--- config.mk ---
export PLATFORM = sky130hd
export DESIGN_NAME = block_linear_complexity_classifier
export DESIGN_NICKNAME = d
export VERILOG_FILES = /design/src/sv/blc_pkg.sv /design/src/sv/block_linear_complexity_classifier.sv
export VERILOG_INCLUDE_DIRS = /design/src /design/src/sv
export SDC_FILE = /design/constraint.sdc
export NUM_CORES = 2
export LEC_CHECK = 0
export BUFFER_PORTS_ARGS = -buffer_cell sky130_fd_sc_hd__clkbuf_2
export CAP_MARGIN = 5
export CORE_UTILIZATION = 44
export DETAILED_ROUTE_END_ITERATION = 8
export PLACE_DENSITY_LB_ADDON = 0.15
export SLEW_MARGIN = 10
export SYNTH_ARGS = -nofsm -noshare
export SYNTH_HDL_FRONTEND = slang
export SYNTH_SLANG_ARGS = --single-unit
--- constraint.sdc ---
create_clock -name clk -period 36.1 [get_ports clk]
set_input_delay 5.415 -clock clk [delete_from_list [all_inputs] [get_ports clk]]
set_output_delay 5.415 -clock clk [all_outputs]
set_load 0.01 [all_outputs]
--- src/sv/assert_macros.svh ---
// Assertion macros shared by the classifier RTL.
// Depends on nothing; included by files that carry concurrent checks.
`ifndef ASSERT_MACROS_SVH
`define ASSERT_MACROS_SVH

// Check a property on every rising edge outside reset
`define BLC_ASSERT(lbl, clk, rst_n, prop) \
  lbl: assert property (@(posedge clk) disable iff (!rst_n) prop) \
    else $error("check failed");

// Check a property on every rising edge, reset included
`define BLC_ASSERT_ALWAYS(lbl, clk, prop) \
  lbl: assert property (@(posedge clk) prop) else $error("check failed");

`endif

--- src/sv/blc_pkg.sv ---
// Package for the block linear complexity classifier: word types,
// category thresholds and the deviation classifier. No dependencies.
`default_nettype none
package blc_pkg;

  typedef struct packed {
    logic data_bit;
    logic sequence_end;
  } blc_in_t;

  typedef struct packed {
    logic [9:0]  linear_complexity;
    logic [2:0]  category;
    logic [15:0] block_number;
  } blc_out_t;

  localparam logic [9:0] BLOCK_LEN_RESET = 10'd500;
  localparam logic [15:0] BLOCK_LEN_MIN  = 16'd2;

  // Category boundaries on 36*T
  localparam logic signed [19:0] TH_0 = -20'sd90;
  localparam logic signed [19:0] TH_1 = -20'sd54;
  localparam logic signed [19:0] TH_2 = -20'sd18;
  localparam logic signed [19:0] TH_3 = 20'sd18;
  localparam logic signed [19:0] TH_4 = 20'sd54;
  localparam logic signed [19:0] TH_5 = 20'sd90;

  // 36*T = s*(36L - 18M - (9+s)) + 8, s = +1 for even M, -1 for odd M
  function automatic logic [2:0] classify(input logic [15:0] lc, input logic [15:0] m);
    logic signed [19:0] l36;
    logic signed [19:0] m18;
    logic signed [19:0] x;
    logic [2:0]         cat;
    l36 = $signed({4'b0, lc}) * 20'sd36;
    m18 = $signed({4'b0, m}) * 20'sd18;
    if (m[0] == 1'b0) begin
      x = l36 - m18 - 20'sd2;
    end else begin
      x = m18 - l36 + 20'sd16;
    end
    if (x <= TH_0)      cat = 3'd0;
    else if (x <= TH_1) cat = 3'd1;
    else if (x <= TH_2) cat = 3'd2;
    else if (x <= TH_3) cat = 3'd3;
    else if (x <= TH_4) cat = 3'd4;
    else if (x <= TH_5) cat = 3'd5;
    else                cat = 3'd6;
    return cat;
  endfunction

endpackage
`default_nettype wire

--- src/sv/block_linear_complexity_classifier.sv ---
// Block linear complexity classifier: Berlekamp-Massey over GF(2) per block.
// Depends on blc_pkg and assert_macros.svh.
//
//   channel   ports                              direction
//   input     in_valid / in_ready / in_data      bit words in
//   result    out_valid / out_ready / out_data   one word per finished block
//   config    cfg_we / cfg_wdata                 block length, no wait
//
// Each bit runs a discrepancy sweep over min(L, pos) taps after acceptance,
// plus a polynomial update sweep up to the new extent when the discrepancy
// is one; the next bit is taken only when both sweeps are done.
// Reset is synchronous; no memory clearing pass, extents mark the live entries.
// A finished word waits in the output register; a new bit is taken meanwhile,
// but the next finished block holds the input until that word is taken.
`include "assert_macros.svh"
`default_nettype none
module block_linear_complexity_classifier import blc_pkg::*; #(
  parameter int MAX_BLOCK_BITS = 512
) (
  input  wire logic     clk,
  input  wire logic     rst_n,
  input  wire logic     in_valid,
  output logic          in_ready,
  input  wire blc_in_t  in_data,
  output logic          out_valid,
  input  wire logic     out_ready,
  output blc_out_t      out_data,
  input  wire logic     cfg_we,
  input  wire logic [9:0] cfg_wdata
);

  localparam int IDX_W = $clog2(MAX_BLOCK_BITS);
  localparam int CNT_W = $clog2(MAX_BLOCK_BITS + 1);
  localparam logic [CNT_W-1:0] MAX_CNT = CNT_W'(MAX_BLOCK_BITS);
  localparam logic [15:0] MAX_16 = 16'(MAX_BLOCK_BITS);

  typedef enum logic [3:0] {
    ST_IDLE = 4'b0001,
    ST_DISC = 4'b0010,
    ST_UPD  = 4'b0100,
    ST_FIN  = 4'b1000
  } state_t;

  state_t               state_r;
  logic [9:0]           blen_r;
  logic                 send_r;
  logic [CNT_W-1:0]     m_r;
  logic [IDX_W-1:0]     pos_r;
  logic [CNT_W-1:0]     lc_r;
  logic signed [CNT_W:0] lcp_r;
  logic [CNT_W-1:0]     c_ext_r;
  logic [CNT_W-1:0]     b_ext_r;
  logic [15:0]          blk_cnt_r;
  logic                 d_r;
  logic [CNT_W-1:0]     i_r;
  logic [CNT_W-1:0]     n_r;
  logic                 rv_r;
  logic                 rcv_r;
  logic [IDX_W-1:0]     k_r;
  logic                 kgo_r;
  logic [CNT_W-1:0]     sh_r;
  logic [CNT_W-1:0]     oc_r;
  logic [CNT_W-1:0]     ob_r;
  logic                 swap_r;
  logic                 pv_r;
  logic [IDX_W-1:0]     pk_r;
  logic                 pcv_r;
  logic                 pb1_r;
  logic                 pbm_r;
  logic                 out_valid_r;
  blc_out_t             out_data_r;

  // Memories: connection poly, previous poly, block bits
  logic c_mem [MAX_BLOCK_BITS];
  logic b_mem [MAX_BLOCK_BITS];
  logic x_mem [MAX_BLOCK_BITS];
  logic c_q, b_q, x_q;
  logic [IDX_W-1:0] c_ra, b_ra, x_ra;
  logic c_we, b_we, x_we;
  logic c_wd, b_wd;

  logic             accept;
  logic [15:0]      len16;
  logic [CNT_W-1:0] m_eff;
  logic             disc_issue;
  logic             disc_done;
  logic [CNT_W:0]   sh_full;
  logic [CNT_W-1:0] sh_now;
  logic [CNT_W:0]   reach;
  logic [CNT_W:0]   tgt;
  logic [CNT_W-1:0] new_ext;
  logic             swap_now;
  logic [CNT_W-1:0] pos_c;
  logic [CNT_W-1:0] pos1;
  logic             fin_done;
  logic             fin_stall;
  logic [CNT_W-1:0] k_c;
  logic             cval, bval;

  assign accept    = in_valid && in_ready;
  assign in_ready  = (state_r == ST_IDLE);
  assign out_valid = out_valid_r;
  assign out_data  = out_data_r;

  // Clamp the configured length into 2..MAX_BLOCK_BITS
  always_comb begin
    len16 = {6'b0, blen_r};
    if (len16 < BLOCK_LEN_MIN) len16 = BLOCK_LEN_MIN;
    if (len16 > MAX_16)        len16 = MAX_16;
    m_eff = CNT_W'(len16);
  end

  // Discrepancy sweep control
  assign pos_c      = CNT_W'(pos_r);
  assign disc_issue = (i_r <= n_r);
  assign disc_done  = !disc_issue && !rv_r;

  // Update decision taken as the discrepancy sweep ends
  always_comb begin
    sh_full  = {1'b0, pos_c} - lcp_r;
    sh_now   = sh_full[CNT_W-1:0];
    reach    = {1'b0, sh_now} + {1'b0, b_ext_r};
    tgt      = ({1'b0, c_ext_r} > reach) ? {1'b0, c_ext_r} : reach;
    new_ext  = (tgt > {1'b0, MAX_CNT}) ? MAX_CNT : tgt[CNT_W-1:0];
    swap_now = ({1'b0, lc_r} << 1) <= {1'b0, pos_c};
  end

  // Block end check
  assign pos1      = pos_c + 1'b1;
  assign fin_done  = (pos1 >= m_r);
  assign fin_stall = fin_done && out_valid_r && !out_ready;

  // Memory addresses and write data
  assign k_c  = CNT_W'(k_r);
  assign cval = c_q & pcv_r;
  assign bval = pb1_r | (b_q & pbm_r);
  always_comb begin
    c_ra = i_r[IDX_W-1:0];
    if (state_r == ST_UPD) c_ra = k_r;
    b_ra = k_r - sh_r[IDX_W-1:0];
    x_ra = pos_r - i_r[IDX_W-1:0];
    c_we = (state_r == ST_UPD) && pv_r;
    c_wd = cval ^ bval;
    b_we = (state_r == ST_UPD) && pv_r && swap_r;
    b_wd = cval;
    x_we = accept;
  end

  // Synchronous memories with registered read data
  always_ff @(posedge clk) begin
    if (c_we) c_mem[pk_r] <= c_wd;
    c_q <= c_mem[c_ra];
  end

  always_ff @(posedge clk) begin
    if (b_we) b_mem[pk_r] <= b_wd;
    b_q <= b_mem[b_ra];
  end

  always_ff @(posedge clk) begin
    if (x_we) x_mem[pos_r] <= in_data.data_bit;
    x_q <= x_mem[x_ra];
  end

  // Configuration register
  always_ff @(posedge clk) begin
    if (!rst_n) begin
      blen_r <= BLOCK_LEN_RESET;
    end else if (cfg_we) begin
      blen_r <= cfg_wdata;
    end
  end

  // Output register payload
  always_ff @(posedge clk) begin
    if (state_r == ST_FIN && !fin_stall && fin_done) begin
      out_data_r.linear_complexity <= 10'(lc_r);
      out_data_r.category          <= classify(16'(lc_r), 16'(m_r));
      out_data_r.block_number      <= blk_cnt_r;
    end
  end

  // Sweep pipeline payload
  always_ff @(posedge clk) begin
    if (accept) begin
      send_r <= in_data.sequence_end;
      m_r    <= m_eff;
      n_r    <= (lc_r < pos_c) ? lc_r : pos_c;
    end
    rcv_r <= (i_r < c_ext_r);
    pk_r  <= k_r;
    pcv_r <= (k_c < oc_r);
    pb1_r <= (k_c == sh_r);
    pbm_r <= (k_c > sh_r) && ((k_c - sh_r) < ob_r);
    if (state_r == ST_DISC && disc_done && d_r) begin
      sh_r   <= sh_now;
      oc_r   <= c_ext_r;
      ob_r   <= b_ext_r;
      swap_r <= swap_now;
      k_r    <= IDX_W'(new_ext - 1'b1);
    end else if (state_r == ST_UPD && kgo_r) begin
      k_r <= k_r - 1'b1;
    end
  end

  // Control: sequencer, BM scalars, extents, counters
  always_ff @(posedge clk) begin
    if (!rst_n) begin
      state_r     <= ST_IDLE;
      pos_r       <= '0;
      lc_r        <= '0;
      lcp_r       <= '1;
      c_ext_r     <= CNT_W'(1);
      b_ext_r     <= CNT_W'(1);
      blk_cnt_r   <= '0;
      d_r         <= 1'b0;
      i_r         <= '0;
      rv_r        <= 1'b0;
      kgo_r       <= 1'b0;
      pv_r        <= 1'b0;
      out_valid_r <= 1'b0;
    end else begin
      // drop the output word once taken
      if (out_valid_r && out_ready) out_valid_r <= 1'b0;
      case (state_r)
        ST_IDLE: begin
          if (accept) begin
            d_r     <= in_data.data_bit;
            i_r     <= CNT_W'(1);
            rv_r    <= 1'b0;
            state_r <= ST_DISC;
          end
        end
        ST_DISC: begin
          // advance the sweep, fold in last cycle's read
          rv_r <= disc_issue;
          if (disc_issue) i_r <= i_r + 1'b1;
          if (rv_r) d_r <= d_r ^ (c_q & x_q & rcv_r);
          if (disc_done) begin
            if (d_r) begin
              c_ext_r <= new_ext;
              if (swap_now) begin
                lc_r    <= pos1 - lc_r;
                lcp_r   <= $signed({1'b0, pos_c});
                b_ext_r <= c_ext_r;
              end
              kgo_r   <= 1'b1;
              pv_r    <= 1'b0;
              state_r <= ST_UPD;
            end else begin
              state_r <= ST_FIN;
            end
          end
        end
        ST_UPD: begin
          // descending sweep keeps the previous-poly reads ahead of the writes
          pv_r <= kgo_r;
          if (kgo_r && k_r == IDX_W'(1)) kgo_r <= 1'b0;
          if (!kgo_r && !pv_r) state_r <= ST_FIN;
        end
        ST_FIN: begin
          if (!fin_stall) begin
            if (fin_done) begin
              out_valid_r <= 1'b1;
              blk_cnt_r   <= blk_cnt_r + 1'b1;
              pos_r       <= '0;
              lc_r        <= '0;
              lcp_r       <= '1;
              c_ext_r     <= CNT_W'(1);
              b_ext_r     <= CNT_W'(1);
            end else begin
              pos_r <= pos1[IDX_W-1:0];
            end
            if (send_r) begin
              pos_r     <= '0;
              lc_r      <= '0;
              lcp_r     <= '1;
              c_ext_r   <= CNT_W'(1);
              b_ext_r   <= CNT_W'(1);
              blk_cnt_r <= '0;
            end
            state_r <= ST_IDLE;
          end
        end
        default: begin
          state_r <= ST_IDLE;
        end
      endcase
    end
  end

  // Complexity never runs ahead of the bits taken in the block
  `BLC_ASSERT(a_lc_bound, clk, rst_n, (state_r == ST_IDLE) |-> (lc_r <= pos_c))
  // Previous poly is an older connection poly, so its extent is no larger
  `BLC_ASSERT(a_ext_order, clk, rst_n, (b_ext_r <= c_ext_r) && (c_ext_r <= MAX_CNT))
  // A finished block always lands in the output register
  `BLC_ASSERT(a_emit, clk, rst_n, (state_r == ST_FIN && fin_done && !fin_stall) |=> out_valid_r)

endmodule
`default_nettype wire

==> qor.txt <==
cell area after synthesis - 80900 µm²
DRC violation count after routing - 0
number of placement rows - 157
maximum clock insertion buffer count - 3
Hold Vio Cnt, Final - 0
Pins Over Slew Limit - 0
total of fill cells in the finished design - 16276
Core ar. - 183000 µm²
min setup slack post-route - 28280 ps
Startpoint Class - input port
initial cell density of the core - 44.3%
Final ANT Viol Nets - 0
TritonCTS clock tree - done
Cell variety after synth - 103
clock skew after layout - 62.4 ps
average wire per standard cell - 23.6 µm
Total Negative Setup Slacks - 0 ps
most frequent cells in the layout - nor2_1, edfxtp_1, nand2_1, mux4_2, nand3_1
antenna diode instance count - 0
number of register bits inferred by synthesis - 1736
Total Wirelength - 213000 µm
PortBufs - 47
GRT Total Usage - 22.9%
Worst Path Required - 36540 ps
minimum clock period after layout - 7820 ps
commonest register cell after synthesis - edfxtp_1
Async SR Flop Fraction - 0%
Worst R2R Setup Slack - 28570 ps
Relative slew margins - 16.5%
CTS clk-pin slew, worst paths - 60 ps
Leakage - 0.0290 µW
transition at the pin with the smallest max-transition slack - 1250 ps
DIE AREA - 186000 µm²
cell at the root of the clock tree - clkbuf_16
vias - 51814
number of placed I/O pins - 48
power per unit of standard cell area - 48.6 nW/µm²
Ys Warns - 0
highest clock rate - 128 MHz
number of cells produced by synthesis - 6553
length of the first detailed-routing pass in iterations - 6
DR vias/cell - 5.75
vias in the first global route - 50944
number of buffers inserted during clock tree synthesis - 182
outcome - complete, no violations
portion of the clock cycle consumed by the worst path in the final layout - 21.6%
pre-CTS setup slack - 27570 ps
RSZ-0062 raised after global routing - false
Data arrival, critical path - 8260 ps
wire length of the first global-routing pass - 321000 µm
max-cap violation count - 0
sum of net half-perimeters after detailed placement - 116000 µm
H-tree lvl count - 4
violation count after the first detailed-route iteration - 5597
clock network latency to the later pin of the worst-skew pair - 850 ps
area delta synth->final - 10.5%
final RePlAce weighted congestion - 0.857
crit path capture type - flip-flop
maximum fanout along the worst path - 169
type of the worst setup path - input port to flip-flop
leading cell type in the layout, fill and taps excluded - nor2_1
antenna violations before repair - 6
VDD IR-drop max - 0.0000515 V
per-instance average area after synthesis - 12.4 µm²
Total Nets Final - 6624
count of clock tree sinks - 1736
number of enable flip-flop cells after synthesis - 1626
final setup violating endpoints - 0
HP Class - flip-flop to flip-flop
count of hold buffers inserted by post-cts repair - 0
height of the chip - 431 µm
Synth Net Count - 6762
Gates resized, CTS repair - 0
largest net degree at the start of global routing - 170
sequential area share after synthesis - 63.0%
Die Wd - 431 µm
layout cell share with drive strength beyond 1 - 13.1%
Overflow after GRT - 0
number of setup buffers added after CTS - 0
[state kept, by name, indices dropped and copies added (netlist names), 16 cells and up]
| name | flops |
|---|---|
| b_mem | 512 |
| blk_cnt_r | 16 |
| c_mem | 512 |
| out_data | 29 |
| x_mem | 512 |
[metal layers]
layer / share of wire [%] / GRT usage (%) / wire length [µm] / vias up
met5: 0 / 0 / 0 / -
met4: 1.8 / 5.08 / 3740 / 0
met2: 47 / 36.2 / 100000 / 1600
met3: 6.4 / 2.98 / 13600 / 275
met1: 45 / 33.7 / 95600 / 26681
li1: - / - / - / 23258
[stage by stage]
stage	util [%]	hold slack, ps	instance area [µm²]	std cells	total power [µW]
detailed placement	45.8	436	83700	8695	2580
global placement	45.8	429	83700	8695	2580
floorplan	-	402	80900	6553	2520
CTS	48.9	449	89400	9017	4390
global route	48.9	461	89400	9017	4500
finish	48.9	447	89400	9017	4350
[final timing paths]
check / startpoint / end / cells after the start
min reg2reg: oc_r[9]$_DFFE_PP_ / pcv_r$_DFF_P_ / 1
max reg2reg: pos_r[0]$_SDFFE_PN0P_ / k_r[6]$_DFFE_PP_ / 33
max: in_data[1] / x_mem[86]$_DFFE_PP_ / 3
min: oc_r[9]$_DFFE_PP_ / pcv_r$_DFF_P_ / 1
[where the power goes]
group	internal (µW)	total, µW	switching [µW]	leakage [µW]
clock network	1010	1810	799	0.00277
registers	2210	2220	3.53	0.0155
logic	119	320	201	0.0107
total	3350	4350	1000	0.0290
[worst max-delay path, stage by stage]
cell	delay, ps
buf_8	590
buf_4	920
buf_4	1010
[layout make-up]
cell class | instances | area, µm² | share of cell area, %
well taps | 2464 | 3080 | 3.45
clock inverters | 85 | 822 | 0.919
flip-flops and latches | 1736 | 51000 | 57.1
repair buffers | 174 | 1250 | 1.40
multi-input cells | 4145 | 27700 | 31.0
clock buffers | 237 | 4870 | 5.45
inverters | 176 | 661 | 0.739
[synthesized netlist by cell type (66+ instances only)]
master	count	share of area, %
o21ai_0	69	0.43
clkbuf_1	430	2.0
a21oi_1	116	0.72
dfxtp_1	110	2.7
mux2i_1	66	0.82
nand3_1	260	1.6
ha_1	183	2.8
inv_1	170	0.79
nor2_1	1658	7.7
mux4_2	331	9.2
nand2_1	706	3.3
edfxtp_1	1626	60
[logic make-up after synthesis]
logic type	share of synthesized area, %
flip-flops	63.0
buffers and inverters	3.18
multiplexers	10.0
AND/OR/NAND/NOR	14.8
adder cells (fa/ha/maj)	3.05
XOR/XNOR	1.30
AO/OA/AOI/OAI	4.58
other	0.00463
Power figures use the tool's default switching activity.
